### config.mk
export PLATFORM = sky130hd
export DESIGN_NAME = assembler_token_classifier_top
export DESIGN_NICKNAME = d
export VERILOG_FILES = /design/src/hdl/atc_pkg.sv /design/src/hdl/assembler_token_classifier_top.sv /design/src/hdl/atc_front.sv /design/src/hdl/atc_queue.sv /design/src/hdl/atc_back.sv
export SDC_FILE = /design/constraint.sdc
export NUM_CORES = 1
export LEC_CHECK = 0
export ABC_AREA = 1
export BUFFER_PORTS_ARGS = -buffer_cell sky130_fd_sc_hd__buf_2
export CAP_MARGIN = 5
export CORE_MARGIN = 5
export CORE_UTILIZATION = 37
export DETAILED_ROUTE_END_ITERATION = 16
export GPL_TIMING_DRIVEN = 0
export PLACE_DENSITY = 0.56
export SYNTH_ARGS = -nofsm -noshare
export SYNTH_HDL_FRONTEND = slang
export SYNTH_SLANG_ARGS = --single-unit
### constraint.sdc
create_clock -name clk -period 4.9 [get_ports clk]
set_input_delay 0.98 -clock clk [delete_from_list [all_inputs] [get_ports clk]]
set_output_delay 0.98 -clock clk [all_outputs]
set_load 0.005 [all_outputs]
### src/hdl/atc_pkg.sv
// Shared types, codes and constants of the assembler token classifier.
// No dependencies; used by every module of the block.
`default_nettype none
package atc_pkg;

	// Default accumulator width and depth of the queue between front and back.
	localparam int ACC_WIDTH_DEF = 16;
	localparam int QUEUE_DEPTH   = 4;

	// Widths fixed by the item fields.
	localparam int CHAR_W  = 8;
	localparam int POS_W   = 8;
	localparam int KIND_W  = 2;
	localparam int STAT_W  = 3;
	localparam int VALUE_W = 16;

	// Character codes that steer the classification.
	localparam logic [CHAR_W-1:0] CH_HASH = 8'h23;
	localparam logic [CHAR_W-1:0] CH_PCT  = 8'h25;
	localparam logic [CHAR_W-1:0] CH_BANG = 8'h21;
	localparam logic [CHAR_W-1:0] CH_LC_B = 8'h62;
	localparam logic [CHAR_W-1:0] CH_LC_D = 8'h64;
	localparam logic [CHAR_W-1:0] CH_ZERO = 8'h30;
	localparam logic [CHAR_W-1:0] CH_ONE  = 8'h31;
	localparam logic [CHAR_W-1:0] CH_NINE = 8'h39;

	// Range limits of registers and immediates.
	localparam int REG_MAX = 15;
	localparam int IMM_MAX = 255;

	// Token class as tracked character by character.
	typedef enum logic [2:0] {
		CLS_LABEL    = 3'd0,
		CLS_REG      = 3'd1,
		CLS_IMM_PEND = 3'd2,
		CLS_IMM_BIN  = 3'd3,
		CLS_IMM_DEC  = 3'd4,
		CLS_IMM_BAD  = 3'd5,
		CLS_ZERO     = 3'd6,
		CLS_MNEM     = 3'd7
	} atc_cls_t;

	// Result kind.
	typedef enum logic [KIND_W-1:0] {
		KIND_LABEL = 2'd0,
		KIND_REG   = 2'd1,
		KIND_NUM   = 2'd2,
		KIND_MNEM  = 2'd3
	} atc_kind_t;

	// Result status codes.
	localparam logic [STAT_W-1:0] ST_OK        = 3'd0;
	localparam logic [STAT_W-1:0] ST_BAD_LABEL = 3'd1;
	localparam logic [STAT_W-1:0] ST_BAD_REG   = 3'd2;
	localparam logic [STAT_W-1:0] ST_REG_RANGE = 3'd3;
	localparam logic [STAT_W-1:0] ST_IMM_RANGE = 3'd4;
	localparam logic [STAT_W-1:0] ST_BAD_IMM   = 3'd5;

	// Everything of a finished token but its accumulator.
	typedef struct packed {
		atc_cls_t          cls;
		logic              single;
		logic              saw_digit;
		logic              digit_error;
		logic [POS_W-1:0]  line;
		logic [POS_W-1:0]  col;
	} atc_tok_t;

	// Queue status seen by the front and back.
	typedef struct packed {
		logic full;
		logic empty;
	} atc_qstat_t;

endpackage
`default_nettype wire

### src/hdl/assembler_token_classifier_top.sv
// Top level of the assembler token classifier: front, queue and back joined to stream ports.
// Depends on atc_pkg, atc_front, atc_queue and atc_back.
//
// Use: the characters of one token arrive on the slave stream, one character per beat,
// with tlast high on the token's final character; the line and column beside the first
// character are kept for the result. Each token yields exactly one result beat on the
// master stream, carrying kind, status, value and the token's line and column.
// Throughput is one character per clock cycle while the queue has room, without gaps
// between tokens. The front updates the class and the accumulator per character (one
// multiply-by-ten-and-add for a decimal digit, one shift for a binary digit), and that
// single step is the only work on the character path. The clock edge that accepts the
// beat with tlast writes the finished token into the queue; when it heads the queue and
// the output register is free, a later edge loads its classified result and m_tvalid rises.
// When the receiver stalls, the result is held in the output register and further
// finished tokens collect in the queue (FIFO_DEPTH entries); s_tready falls only once
// the queue is full, and characters are then held off until the back drains an entry.
// After reset the queue and the output register are empty and the front expects the
// first character of a new token; no initialisation is needed.
`default_nettype none
module assembler_token_classifier_top #(
	parameter int ACC_WIDTH  = atc_pkg::ACC_WIDTH_DEF,
	parameter int FIFO_DEPTH = atc_pkg::QUEUE_DEPTH
) (
	input  wire logic        clk,
	input  wire logic        arst_n,
	input  wire logic        s_tvalid,
	output logic             s_tready,
	input  wire logic [23:0] s_tdata,  // char_code[7:0], src_line[15:8], src_col[23:16]
	input  wire logic        s_tlast,  // last_char
	output logic             m_tvalid,
	input  wire logic        m_tready,
	output logic [39:0]      m_tdata   // token_kind[1:0], status[4:2], value[20:5],
	                                   // line_out[28:21], col_out[36:29], zeros[39:37]
);

	localparam int TOK_W  = $bits(atc_pkg::atc_tok_t);
	localparam int DATA_W = TOK_W + ACC_WIDTH;

	logic                              s_accept;
	logic                              push;
	atc_pkg::atc_tok_t                 tok_in, tok_out;
	logic [ACC_WIDTH-1:0]              acc_in, acc_out;
	logic [DATA_W-1:0]                 q_rdata;
	atc_pkg::atc_qstat_t               qstat;
	logic                              pop;
	atc_pkg::atc_kind_t                kind;
	logic [atc_pkg::STAT_W-1:0]        status;
	logic [atc_pkg::VALUE_W-1:0]       value;
	logic [atc_pkg::POS_W-1:0]         line_out, col_out;

	// A beat is taken whenever there is room for a finished token in the queue.
	assign s_tready = !qstat.full;
	assign s_accept = s_tvalid && s_tready;

	atc_front #(
		.ACC_WIDTH(ACC_WIDTH)
	) u_front (
		.clk        (clk),
		.arst_n     (arst_n),
		.accept     (s_accept),
		.char_code  (s_tdata[7:0]),
		.last_char  (s_tlast),
		.src_line   (s_tdata[15:8]),
		.src_col    (s_tdata[23:16]),
		.push       (push),
		.tok        (tok_in),
		.tok_acc    (acc_in)
	);

	atc_queue #(
		.DATA_W(DATA_W),
		.DEPTH (FIFO_DEPTH)
	) u_queue (
		.clk   (clk),
		.arst_n(arst_n),
		.push  (push),
		.wdata ({tok_in, acc_in}),
		.pop   (pop),
		.rdata (q_rdata),
		.stat  (qstat)
	);

	assign tok_out = q_rdata[DATA_W-1:ACC_WIDTH];
	assign acc_out = q_rdata[ACC_WIDTH-1:0];

	atc_back #(
		.ACC_WIDTH(ACC_WIDTH)
	) u_back (
		.clk      (clk),
		.arst_n   (arst_n),
		.qstat    (qstat),
		.tok      (tok_out),
		.tok_acc  (acc_out),
		.pop      (pop),
		.out_valid(m_tvalid),
		.out_ready(m_tready),
		.kind     (kind),
		.status   (status),
		.value    (value),
		.line_out (line_out),
		.col_out  (col_out)
	);

	assign m_tdata = {3'b000, col_out, line_out, value, status, kind};

	// The queue can never be full and empty at once.
	assert property (@(posedge clk) disable iff (!arst_n)
		!(qstat.full && qstat.empty))
		else $error("queue reports full and empty together");

	// A token closed by an accepted beat is waiting in the queue in the following cycle.
	assert property (@(posedge clk) disable iff (!arst_n)
		(s_accept && s_tlast) |=> !qstat.empty)
		else $error("finished token did not reach the queue");

	// Every error result carries the label kind code.
	assert property (@(posedge clk) disable iff (!arst_n)
		(m_tvalid && status != atc_pkg::ST_OK) |-> (kind == atc_pkg::KIND_LABEL))
		else $error("error result with non-zero kind");

	// A valid register result never exceeds the register range.
	assert property (@(posedge clk) disable iff (!arst_n)
		(m_tvalid && status == atc_pkg::ST_OK && kind == atc_pkg::KIND_REG)
		|-> (value <= atc_pkg::VALUE_W'(atc_pkg::REG_MAX)))
		else $error("register index out of range reported as ok");

endmodule
`default_nettype wire

### src/hdl/atc_front.sv
// Front of the classifier: takes one character per beat and tracks class and accumulator.
// Depends on atc_pkg; pushes each finished token into atc_queue.
`default_nettype none
module atc_front #(
	parameter int ACC_WIDTH = atc_pkg::ACC_WIDTH_DEF
) (
	input  wire logic                          clk,
	input  wire logic                          arst_n,
	input  wire logic                          accept,
	input  wire logic [atc_pkg::CHAR_W-1:0]    char_code,
	input  wire logic                          last_char,
	input  wire logic [atc_pkg::POS_W-1:0]     src_line,
	input  wire logic [atc_pkg::POS_W-1:0]     src_col,
	output logic                               push,
	output atc_pkg::atc_tok_t                  tok,
	output logic [ACC_WIDTH-1:0]               tok_acc
);

	logic [1:0]               pos_q;
	atc_pkg::atc_cls_t        cls_q, cls_n;
	logic [ACC_WIDTH-1:0]     acc_q, acc_n;
	logic                     err_q, err_n;
	logic                     saw_q, saw_n;
	logic [atc_pkg::POS_W-1:0] line_q, line_n, col_q, col_n;
	logic                     first;
	logic                     is_dec, is_bin;

	assign first  = (pos_q == 2'd0);
	assign is_dec = (char_code >= atc_pkg::CH_ZERO) && (char_code <= atc_pkg::CH_NINE);
	assign is_bin = (char_code == atc_pkg::CH_ZERO) || (char_code == atc_pkg::CH_ONE);

	always_comb begin
		cls_n  = cls_q;
		acc_n  = acc_q;
		err_n  = err_q;
		saw_n  = saw_q;
		line_n = line_q;
		col_n  = col_q;
		if (first) begin
			line_n = src_line;
			col_n  = src_col;
			acc_n  = '0;
			err_n  = 1'b0;
			saw_n  = 1'b0;
			if (char_code == atc_pkg::CH_HASH) begin
				cls_n = atc_pkg::CLS_LABEL;
			end else if (char_code == atc_pkg::CH_PCT) begin
				cls_n = atc_pkg::CLS_REG;
			end else if (char_code == atc_pkg::CH_BANG) begin
				cls_n = atc_pkg::CLS_IMM_PEND;
			end else if (char_code == atc_pkg::CH_ZERO) begin
				cls_n = atc_pkg::CLS_ZERO;
			end else begin
				cls_n = atc_pkg::CLS_MNEM;
			end
		end else begin
			unique case (cls_q) inside
				atc_pkg::CLS_REG, atc_pkg::CLS_IMM_DEC: begin
					if (is_dec) begin
						acc_n = (acc_q << 3) + (acc_q << 1) + ACC_WIDTH'(char_code[3:0]);
						saw_n = 1'b1;
					end else begin
						err_n = 1'b1;
					end
				end
				atc_pkg::CLS_IMM_BIN: begin
					if (is_bin) begin
						acc_n = {acc_q[ACC_WIDTH-2:0], char_code[0]};
						saw_n = 1'b1;
					end else begin
						err_n = 1'b1;
					end
				end
				atc_pkg::CLS_IMM_PEND: begin
					if (char_code == atc_pkg::CH_LC_B) begin
						cls_n = atc_pkg::CLS_IMM_BIN;
					end else if (char_code == atc_pkg::CH_LC_D) begin
						cls_n = atc_pkg::CLS_IMM_DEC;
					end else begin
						cls_n = atc_pkg::CLS_IMM_BAD;
					end
				end
				atc_pkg::CLS_ZERO: begin
					cls_n = atc_pkg::CLS_MNEM;
				end
				default: begin
				end
			endcase
		end
	end

	always_ff @(posedge clk or negedge arst_n) begin
		if (!arst_n) begin
			pos_q  <= 2'd0;
			cls_q  <= atc_pkg::CLS_LABEL;
			acc_q  <= '0;
			err_q  <= 1'b0;
			saw_q  <= 1'b0;
			line_q <= '0;
			col_q  <= '0;
		end else if (accept) begin
			cls_q  <= cls_n;
			acc_q  <= acc_n;
			err_q  <= err_n;
			saw_q  <= saw_n;
			line_q <= line_n;
			col_q  <= col_n;
			if (last_char) begin
				pos_q <= 2'd0;
			end else if (pos_q != 2'd2) begin
				pos_q <= pos_q + 2'd1;
			end
		end
	end

	// The finished token carries the state as updated by its last character.
	assign push             = accept && last_char;
	assign tok.cls          = cls_n;
	assign tok.single       = first;
	assign tok.saw_digit    = saw_n;
	assign tok.digit_error  = err_n;
	assign tok.line         = line_n;
	assign tok.col          = col_n;
	assign tok_acc          = acc_n;

endmodule
`default_nettype wire

### src/hdl/atc_queue.sv
// Short first-word-fall-through queue between the front and the back.
// Depends on atc_pkg for the status struct.
`default_nettype none
module atc_queue #(
	parameter int DATA_W = 8,
	parameter int DEPTH  = atc_pkg::QUEUE_DEPTH
) (
	input  wire logic              clk,
	input  wire logic              arst_n,
	input  wire logic              push,
	input  wire logic [DATA_W-1:0] wdata,
	input  wire logic              pop,
	output logic [DATA_W-1:0]      rdata,
	output atc_pkg::atc_qstat_t    stat
);

	localparam int PTR_W = (DEPTH > 1) ? $clog2(DEPTH) : 1;
	localparam int CNT_W = $clog2(DEPTH + 1);

	logic [DATA_W-1:0] regs_q [DEPTH];
	logic [PTR_W-1:0]  wptr_q, rptr_q;
	logic [CNT_W-1:0]  count_q;
	logic              do_push, do_pop;

	assign stat.full  = (count_q == CNT_W'(DEPTH));
	assign stat.empty = (count_q == '0);
	assign do_push    = push && !stat.full;
	assign do_pop     = pop && !stat.empty;
	assign rdata      = regs_q[rptr_q];

	always_ff @(posedge clk) begin
		if (do_push) begin
			regs_q[wptr_q] <= wdata;
		end
	end

	always_ff @(posedge clk or negedge arst_n) begin
		if (!arst_n) begin
			wptr_q  <= '0;
			rptr_q  <= '0;
			count_q <= '0;
		end else begin
			if (do_push) begin
				wptr_q <= (wptr_q == PTR_W'(DEPTH - 1)) ? '0 : wptr_q + PTR_W'(1);
			end
			if (do_pop) begin
				rptr_q <= (rptr_q == PTR_W'(DEPTH - 1)) ? '0 : rptr_q + PTR_W'(1);
			end
			if (do_push && !do_pop) begin
				count_q <= count_q + CNT_W'(1);
			end else if (do_pop && !do_push) begin
				count_q <= count_q - CNT_W'(1);
			end
		end
	end

endmodule
`default_nettype wire

### src/hdl/atc_back.sv
// Back of the classifier: turns a finished token into kind, status and value.
// Depends on atc_pkg; pops atc_queue and holds the result in an output register.
`default_nettype none
module atc_back #(
	parameter int ACC_WIDTH = atc_pkg::ACC_WIDTH_DEF
) (
	input  wire logic                        clk,
	input  wire logic                        arst_n,
	input  wire atc_pkg::atc_qstat_t         qstat,
	input  wire atc_pkg::atc_tok_t           tok,
	input  wire logic [ACC_WIDTH-1:0]        tok_acc,
	output logic                             pop,
	output logic                             out_valid,
	input  wire logic                        out_ready,
	output atc_pkg::atc_kind_t               kind,
	output logic [atc_pkg::STAT_W-1:0]       status,
	output logic [atc_pkg::VALUE_W-1:0]      value,
	output logic [atc_pkg::POS_W-1:0]        line_out,
	output logic [atc_pkg::POS_W-1:0]        col_out
);

	atc_pkg::atc_kind_t             kind_c;
	logic [atc_pkg::STAT_W-1:0]     stat_c;
	logic [atc_pkg::VALUE_W-1:0]    value_c;
	logic                           bad_digits;
	logic [atc_pkg::VALUE_W-1:0]    acc_val;

	assign bad_digits = !tok.saw_digit || tok.digit_error;
	assign acc_val    = atc_pkg::VALUE_W'(tok_acc);

	always_comb begin
		kind_c  = atc_pkg::KIND_LABEL;
		stat_c  = atc_pkg::ST_OK;
		value_c = '0;
		unique case (tok.cls) inside
			atc_pkg::CLS_LABEL: begin
				if (tok.single) begin
					stat_c = atc_pkg::ST_BAD_LABEL;
				end
			end
			atc_pkg::CLS_REG: begin
				if (bad_digits) begin
					stat_c = atc_pkg::ST_BAD_REG;
				end else if (tok_acc > ACC_WIDTH'(atc_pkg::REG_MAX)) begin
					stat_c  = atc_pkg::ST_REG_RANGE;
					value_c = acc_val;
				end else begin
					kind_c  = atc_pkg::KIND_REG;
					value_c = acc_val;
				end
			end
			atc_pkg::CLS_IMM_BIN, atc_pkg::CLS_IMM_DEC: begin
				if (bad_digits) begin
					stat_c = atc_pkg::ST_BAD_IMM;
				end else if (tok_acc > ACC_WIDTH'(atc_pkg::IMM_MAX)) begin
					stat_c  = atc_pkg::ST_IMM_RANGE;
					value_c = acc_val;
				end else begin
					kind_c  = atc_pkg::KIND_NUM;
					value_c = acc_val;
				end
			end
			atc_pkg::CLS_IMM_PEND, atc_pkg::CLS_IMM_BAD: begin
				stat_c = atc_pkg::ST_BAD_IMM;
			end
			atc_pkg::CLS_ZERO: begin
				kind_c = atc_pkg::KIND_NUM;
			end
			default: begin
				kind_c = atc_pkg::KIND_MNEM;
			end
		endcase
	end

	// Load a new result whenever the queue holds a token and the output register is empty or being drained.
	assign pop = !qstat.empty && (!out_valid || out_ready);

	always_ff @(posedge clk or negedge arst_n) begin
		if (!arst_n) begin
			out_valid <= 1'b0;
		end else if (pop) begin
			out_valid <= 1'b1;
		end else if (out_ready) begin
			out_valid <= 1'b0;
		end
	end

	always_ff @(posedge clk) begin
		if (pop) begin
			kind     <= kind_c;
			status   <= stat_c;
			value    <= value_c;
			line_out <= tok.line;
			col_out  <= tok.col;
		end
	end

endmodule
`default_nettype wire
== Yosys cells after proc, flatten, opt, wreduce, memory -nomap -nowiden ==
Memories as Yosys holds them, arrays and structs flattened.
Index checks and enable logic that the tools add are counted.
W data, S select, Z words.

* Bits in registers: 84
* Memory bits (writable): 152
* Input bits: 29
* Logic and storage cells: 124
* Memories: 1

* Add/sub/neg operators: 7
* Order comparisons: 4
* Equality and inequality tests: 22
* Muxes and demuxes: 43
* Bitwise logic cells: 1
* Reductions and logical operators: 30

{| class="wikitable"
|+ Memories
! memory !! words !! width !! rd ports !! clocked after Yosys merged registers in !! wr ports !! line !! text
|-
| u_queue.regs_q || 4 || 38 || 1 || 0 || 1 || atc_queue.sv:20 || <nowiki>logic [DATA_W-1:0] regs_q [DEPTH];</nowiki>
|}

{| class="wikitable"
|+ Operators with widths
! operator !! number
|-
| $mux W16 || 3
|-
| $eq A8 B6 Y1 const B || 5
|-
| $pmux W16 S2 || 1
|-
| $mux W3 || 9
|-
| $eq A3 B3 Y1 const B || 6
|-
| $add A16 B16 Y16 || 1
|-
| $add A16 B4 Y16 || 1
|-
| $eq A8 B7 Y1 const B || 2
|-
| $gt A16 B4 Y1 const B || 1
|-
| $gt A16 B8 Y1 const B || 1
|-
| $mux W2 || 8
|-
| $mux W8 || 2
|-
| $mux W1 || 15
|-
| $eq A3 B2 Y1 const B || 4
|-
| $pmux W3 S4 || 1
|-
| $ge A8 B6 Y1 const B || 1
|-
| $le A8 B6 Y1 const B || 1
|-
| $logic_and A1 B1 Y1 || 8
|-
| $pmux W2 S4 || 1
|-
| $reduce_or A2 Y1 || 4
|-
| $add A2 B1 Y2 const B || 3
|-
| $eq A3 B1 Y1 const B || 2
|-
| $logic_not A1 Y1 || 6
|-
| $logic_not A3 Y1 || 2
|-
| other kinds (12) || 19
|}

== Longest topological paths before layout ==
* Word-level depth: 9
* Mapped depth: 17
* Gate-level depth less buffers: 17

== By module ==
Synthesis repeated with hierarchy kept, for this count alone.

* Cell total of the unflattened synthesis: 1,209
* Area, all modules: 11,825.1 um2

{| class="wikitable"
|+ By module, submodules not included
! module !! instances !! cells an instance !! area each (um2) !! sequential area each (um2)
|-
| atc_queue || 1 || 504 || 6,642.6 || 4,739.5
|-
| atc_front || 1 || 579 || 3,663.5 || 975.9
|-
| atc_back || 1 || 119 || 1,478.9 || 1,136.1
|-
| assembler_token_classifier_top || 1 || 7 || 40.0 || 0.0
|}

== Least setup slack after synthesis ==
OpenSTA, ideal clock, no wires.

* Path kind: input to register
* Start: input port m_tready
* End: register u_queue.count_q[1]
* Setup time: 123 ps
* Arrival time: 4,182 ps
* Data required time: 4,777 ps
* Setup slack: 595 ps
* Cell stages on the path: 8
* Path buffers: 0
* Cells stage by stage: nor2_1 a31oi_1 inv_1 ha_1 inv_1 fa_1 nor2_1 a21oi_1

* Word-level cells in the longest chain between the ends: 6

{| class="wikitable"
|+ RTL lines
! what !! line !! text
|-
| start, declared || assembler_token_classifier_top.sv:31 || <nowiki>input wire logic m_tready,</nowiki>
|-
| $logic_or A1 B1 Y1 * || atc_back.sv:76 || <nowiki>assign pop = !qstat.empty && (!out_valid || out_ready);</nowiki>
|-
| $logic_and A1 B1 Y1 * || atc_back.sv:76 ||
|-
| net pop || assembler_token_classifier_top.sv:45 || <nowiki>logic pop;</nowiki>
|-
| $logic_and A1 B1 Y1 * || atc_queue.sv:28 || <nowiki>assign do_pop = pop && !stat.empty;</nowiki>
|-
| $logic_not A1 Y1 || atc_queue.sv:49 || <nowiki>if (do_push && !do_pop) begin</nowiki>
|-
| $logic_and A1 B1 Y1 || atc_queue.sv:49 ||
|-
| $mux W3 / $reduce_bool A2 Y1 (equally long branches) || -- ||
|-
| end signal, assigned || atc_queue.sv:50 || <nowiki>count_q <= count_q + CNT_W'(1);</nowiki>
|-
| end signal, assigned || atc_queue.sv:52 || <nowiki>count_q <= count_q - CNT_W'(1);</nowiki>
|-
| end, declared || atc_queue.sv:22 || <nowiki>logic [CNT_W-1:0] count_q;</nowiki>
|}

The timed path passes the listed nets; every way through them passes the cells marked *.
A chain may end at the register's enable or synchronous reset.

== Worst setup path after layout ==
* Start: input port s_tdata[3]
* End: memory u_queue.regs_q[3][13] (netlist bit) (data pin)

* Word-level cells in the longest chain between the ends: 5

{| class="wikitable"
|+ RTL lines
! what !! line !! text
|-
| start, declared || assembler_token_classifier_top.sv:28 || <nowiki>input wire logic [23:0] s_tdata,</nowiki>
|-
| parallel branches: the longest is 3 deep, another holds $add A16 B4 Y16 || -- ||
|-
| $pmux W16 S2 * || atc_front.sv:57 || <nowiki>unique case (cls_q) inside</nowiki>
|-
| $mux W16 * || atc_front.sv:39 || <nowiki>if (first) begin</nowiki>
|-
| net acc_in[13] || assembler_token_classifier_top.sv:42 || <nowiki>logic [ACC_WIDTH-1:0] acc_in, acc_out;</nowiki>
|-
| end, declared || atc_queue.sv:20 ||
|}

Mark *: on every way through the listed nets, which the timed path passes.

==> summary.md <==
| Metric | Value |
|---|---|
| Setup_tns | 0 ns |
| Global Route Usage Sum | 15.5% |
| Final Skew | 0.0149 ns |
| Vias in the first global route | ~7.7k |
| Fraction of layout cells with a size suffix above 1 | between 10% and 20% |
| Post-Route WL | between 20 and 30 mm |
| Post-route minimum period | 3.27 ns |
| Root Buffer | clkbuf_16 |
| Slew margin rel. | a little over two fifths |
| Drt first pass iters | 5 |
| Ys Warns | 0 |
| Core area | 29700 um^2 |
| Cell taking the most area after synthesis | edfxtp_1 |
| MaxCap Viol Count | 0 |
| Critical Path Start Type | primary input |
| Outcome | finished, final reports clean |
| Max-slew violations | 0 |
| Placer Congestion | 0.894 |
| EDFF count, synth | 189 |
| Crit path kind | primary input to register |
| Slowest-stage cell, CP | fa_1 |
| Cell variety after synth | 44 |
| Maximum fanout along the worst path | 4 |
| Dominant synthesized flop cell | edfxtp_1 |
| FMAX | between 300 and 400 MHz |
| CP arrival | roughly 3.5 ns |
| IO Port Bufs | 67 |
| H-tree levels | 1 |
| Worst hold slack | just under 0.5 ns |
| Antenna diodes | 0 |
| Power Dens Cells | approximately 600 nW/um^2 |
| Pre-CTS setup slack | around 1.2 ns |
| Static Leak | between 5 and 6 nW |
| Largest cells by area after synthesis | edfxtp_1 51%, dfrtp_1 11%, nand2_1 7.6%, o21ai_0 4.5%, ha_1 3.8% |
| Nets | around 1.2k |
| # IOs | 71 |
| Global-route wire length before repair | between 40 and 50 mm |
| Routed wire per std cell | roughly 17 um |
| Largest vdd supply drop | between 0.2 and 0.3 mV |
| CTS tree | built |
| Final period util | between 60% and 70% |
| Flops & latches, synth | 236 |
| Hold Crit Class | register to register |
| Row cnt | 63 |
| Register area share after synthesis | between 60% and 70% |
| Worst-Margin Slew | approximately 0.85 ns |
| Total Die Area | 33700 um^2 |
| CTS buffer count | 25 |
| Unrepaired setup endpoints after global routing | no |
| Clock Tree Buf Depth | 3 |
| Post-synth top area share | between 50% and 60% |
| Placed inst area | between 10000 and 15000 um^2 |
| DRT antenna net count | 0 |
| Hold bufs inserted after CTS | 0 |
| Hpwl dp | approximately 19 mm |
| Clock sinks | about 240 |
| Via density per instance | between 4 and 5 |
| Overflow after GRT | 0 |
| Die W | 184 um |
| Required time worst endpoint | around 5.1 ns |
| Endpoint class of the critical path | register |
| Clock-pin slew on the worst setup and hold paths | about 0.05 ns |
| Synth cell count leaders | 225 x nand2_1, 189 x edfxtp_1, 100 x o21ai_0 |
| Avg Inst Size Synth | just over 10 um^2 |
| DRC | 0 |
| Mapped cell area | ~11000 um^2 |
| Vias | ~8k |
| DRT iter0 DRCs | 547 |
| Crit-path max cell delay | 0.54 ns |
| Resized cells post-CTS | 0 |
| Synth-to-layout area growth | 16.9% |
| Die Height | around 180 um |
| Post-CTS setup buffer count | 0 |
| Setup ws final | between 1.5 and 2 ns |
| Largest net degree at the start of global routing | between 40 and 50 |
| Async S/R FF share, synth | ~20% |
| Synthesized instance count | roughly 1.1k |
| Initial antenna violation count | 0 |
| Cell with the most instances after synthesis | nand2_1 |
| Initial core utilization | 37.6% |
| Worst skew pair latency | approximately 0.52 ns |
| Design Area, Final | about 13000 um^2 |
| Final hold vios | 0 |
| CP Cell Sequence | buf_2 > inv_1 > fa_1 > inv_1 > ha_1 > nand2_1 > a21oi_1 > nand3_1 > nand3_1 > nand2_1 > nand3_1 > nand2_1 > a21boi_1 |
| Final Util | between 40% and 50% |
| Final Setup Violations | 0 |
final cells by class:
cell class | count | area, um^2
plain buffers | 45 | 259
clock buffers | 31 | 668
clock inverters | 15 | 236
fillers | 2810 | 16700
inverters | 111 | 417
multi-input cells | 688 | 3690
flip-flops and latches | 236 | 6850
well taps | 390 | 488
repair buffers | 72 | 438
power by group:
part | internal [W] | switching (W) | leakage (nW) | total, W
Sequential | 0.00291 | 0.000159 | 2.38 | 0.00307
Clock | 0.00129 | 0.000777 | 0.439 | 0.00206
Combinational | 0.000920 | 0.00200 | 2.54 | 0.00292
Total | 0.00512 | 0.00293 | 5.36 | 0.00805
metal layers:
| metal | up-vias | GRT usage [%] | wire, um |
|---|---|---|---|
| li1 | 3900 | - | - |
| met1 | 3717 | 21.3 | 12300 |
| met2 | 163 | 26.2 | 12600 |
| met3 | 33 | 2.10 | 1140 |
| met4 | 0 | 4.23 | 554 |
| met5 | - | 0 | 0 |
cell usage in the layout, fill, tap and decap left out, types with 3 or more instances in the layout:
cell	instances
clkinv_2	4
clkbuf_1	25
a31oi_1	6
fa_1	3
o21ai_1	19
clkbuf_16	25
buf_2	75
nand3b_1	3
inv_1	93
o22a_1	6
bufinv_16	6
nand4_1	9
o21ai_0	100
nor2_1	93
a32o_1	4
a21boi_1	7
inv_2	18
nor2_2	9
nand3_1	58
edfxtp_1	189
buf_4	5
nand2_2	9
o22ai_1	22
a21oi_1	40
buf_6	7
ha_1	34
xor2_1	7
buf_1	3
nor2_4	9
nand2_1	225
dfrtp_1	47
conb_1	3
buf_12	5
xnor2_1	3
worst max-delay path, delay by kind of cell:
family	cells	cell delay, ns
adder cells (fa/ha/maj)	2	0.82
AO/OA/AOI/OAI	2	0.77
AND/OR/NAND/NOR	6	0.59
buffers and inverters	3	0.33
stage by stage:
stage,total power [W],std cells
6_report,0.00805,1588
5_1_grt,0.00860,1588
4_1_cts,0.00813,1588
3_5_place_dp,0.00606,1542
3_3_place_gp,0.00598,1537
2_1_floorplan,0.00503,1080
state kept, by name (all words and copies together) (netlist names), 2 cells and up:
register / count
u_queue.regs_q: 152
u_back.value: 16
u_front.acc_q: 16
u_back.col_out: 8
u_back.line_out: 8
u_front.col_q: 8
u_front.line_q: 8
u_back.status: 3
u_front.cls_q: 3
u_queue.count_q: 3
u_back.kind: 2
u_front.pos_q: 2
u_queue.rptr_q: 2
u_queue.wptr_q: 2
logic make-up (layout without fill, tap and decap cells):
| family | Yosys count | count (layout) | share of synthesized area (%) |
|---|---|---|---|
| AND/OR/NAND/NOR | 420 | 420 | 16.1 |
| flip-flops | 236 | 236 | 61.4 |
| AO/OA/AOI/OAI | 218 | 218 | 11.3 |
| buffers and inverters | 156 | 274 | 6.05 |
| adder cells (fa/ha/maj) | 37 | 37 | 4.35 |
| XOR/XNOR | 10 | 10 | 0.785 |
| other | 1 | 3 | 0.0336 |
path summary, 6_finish.rpt:
kind                                  start                    end  slack [ns]  cells past startpoint
hold reg to reg               u_front.err_q          u_front.err_q        0.49                      2
hold / removal                u_front.err_q          u_front.err_q        0.49                      2
setup / recovery                 s_tdata[3]  u_queue.regs_q[3][13]        1.63                     13
setup reg to reg           u_front.acc_q[0]  u_queue.regs_q[3][13]        1.89                     12
max in group asynchronous            arst_n          u_front.err_q        3.92                      1
min in group asynchronous            arst_n      u_front.acc_q[13]        0.50                      1
No activity file was read; power rests on OpenSTA's default activity.
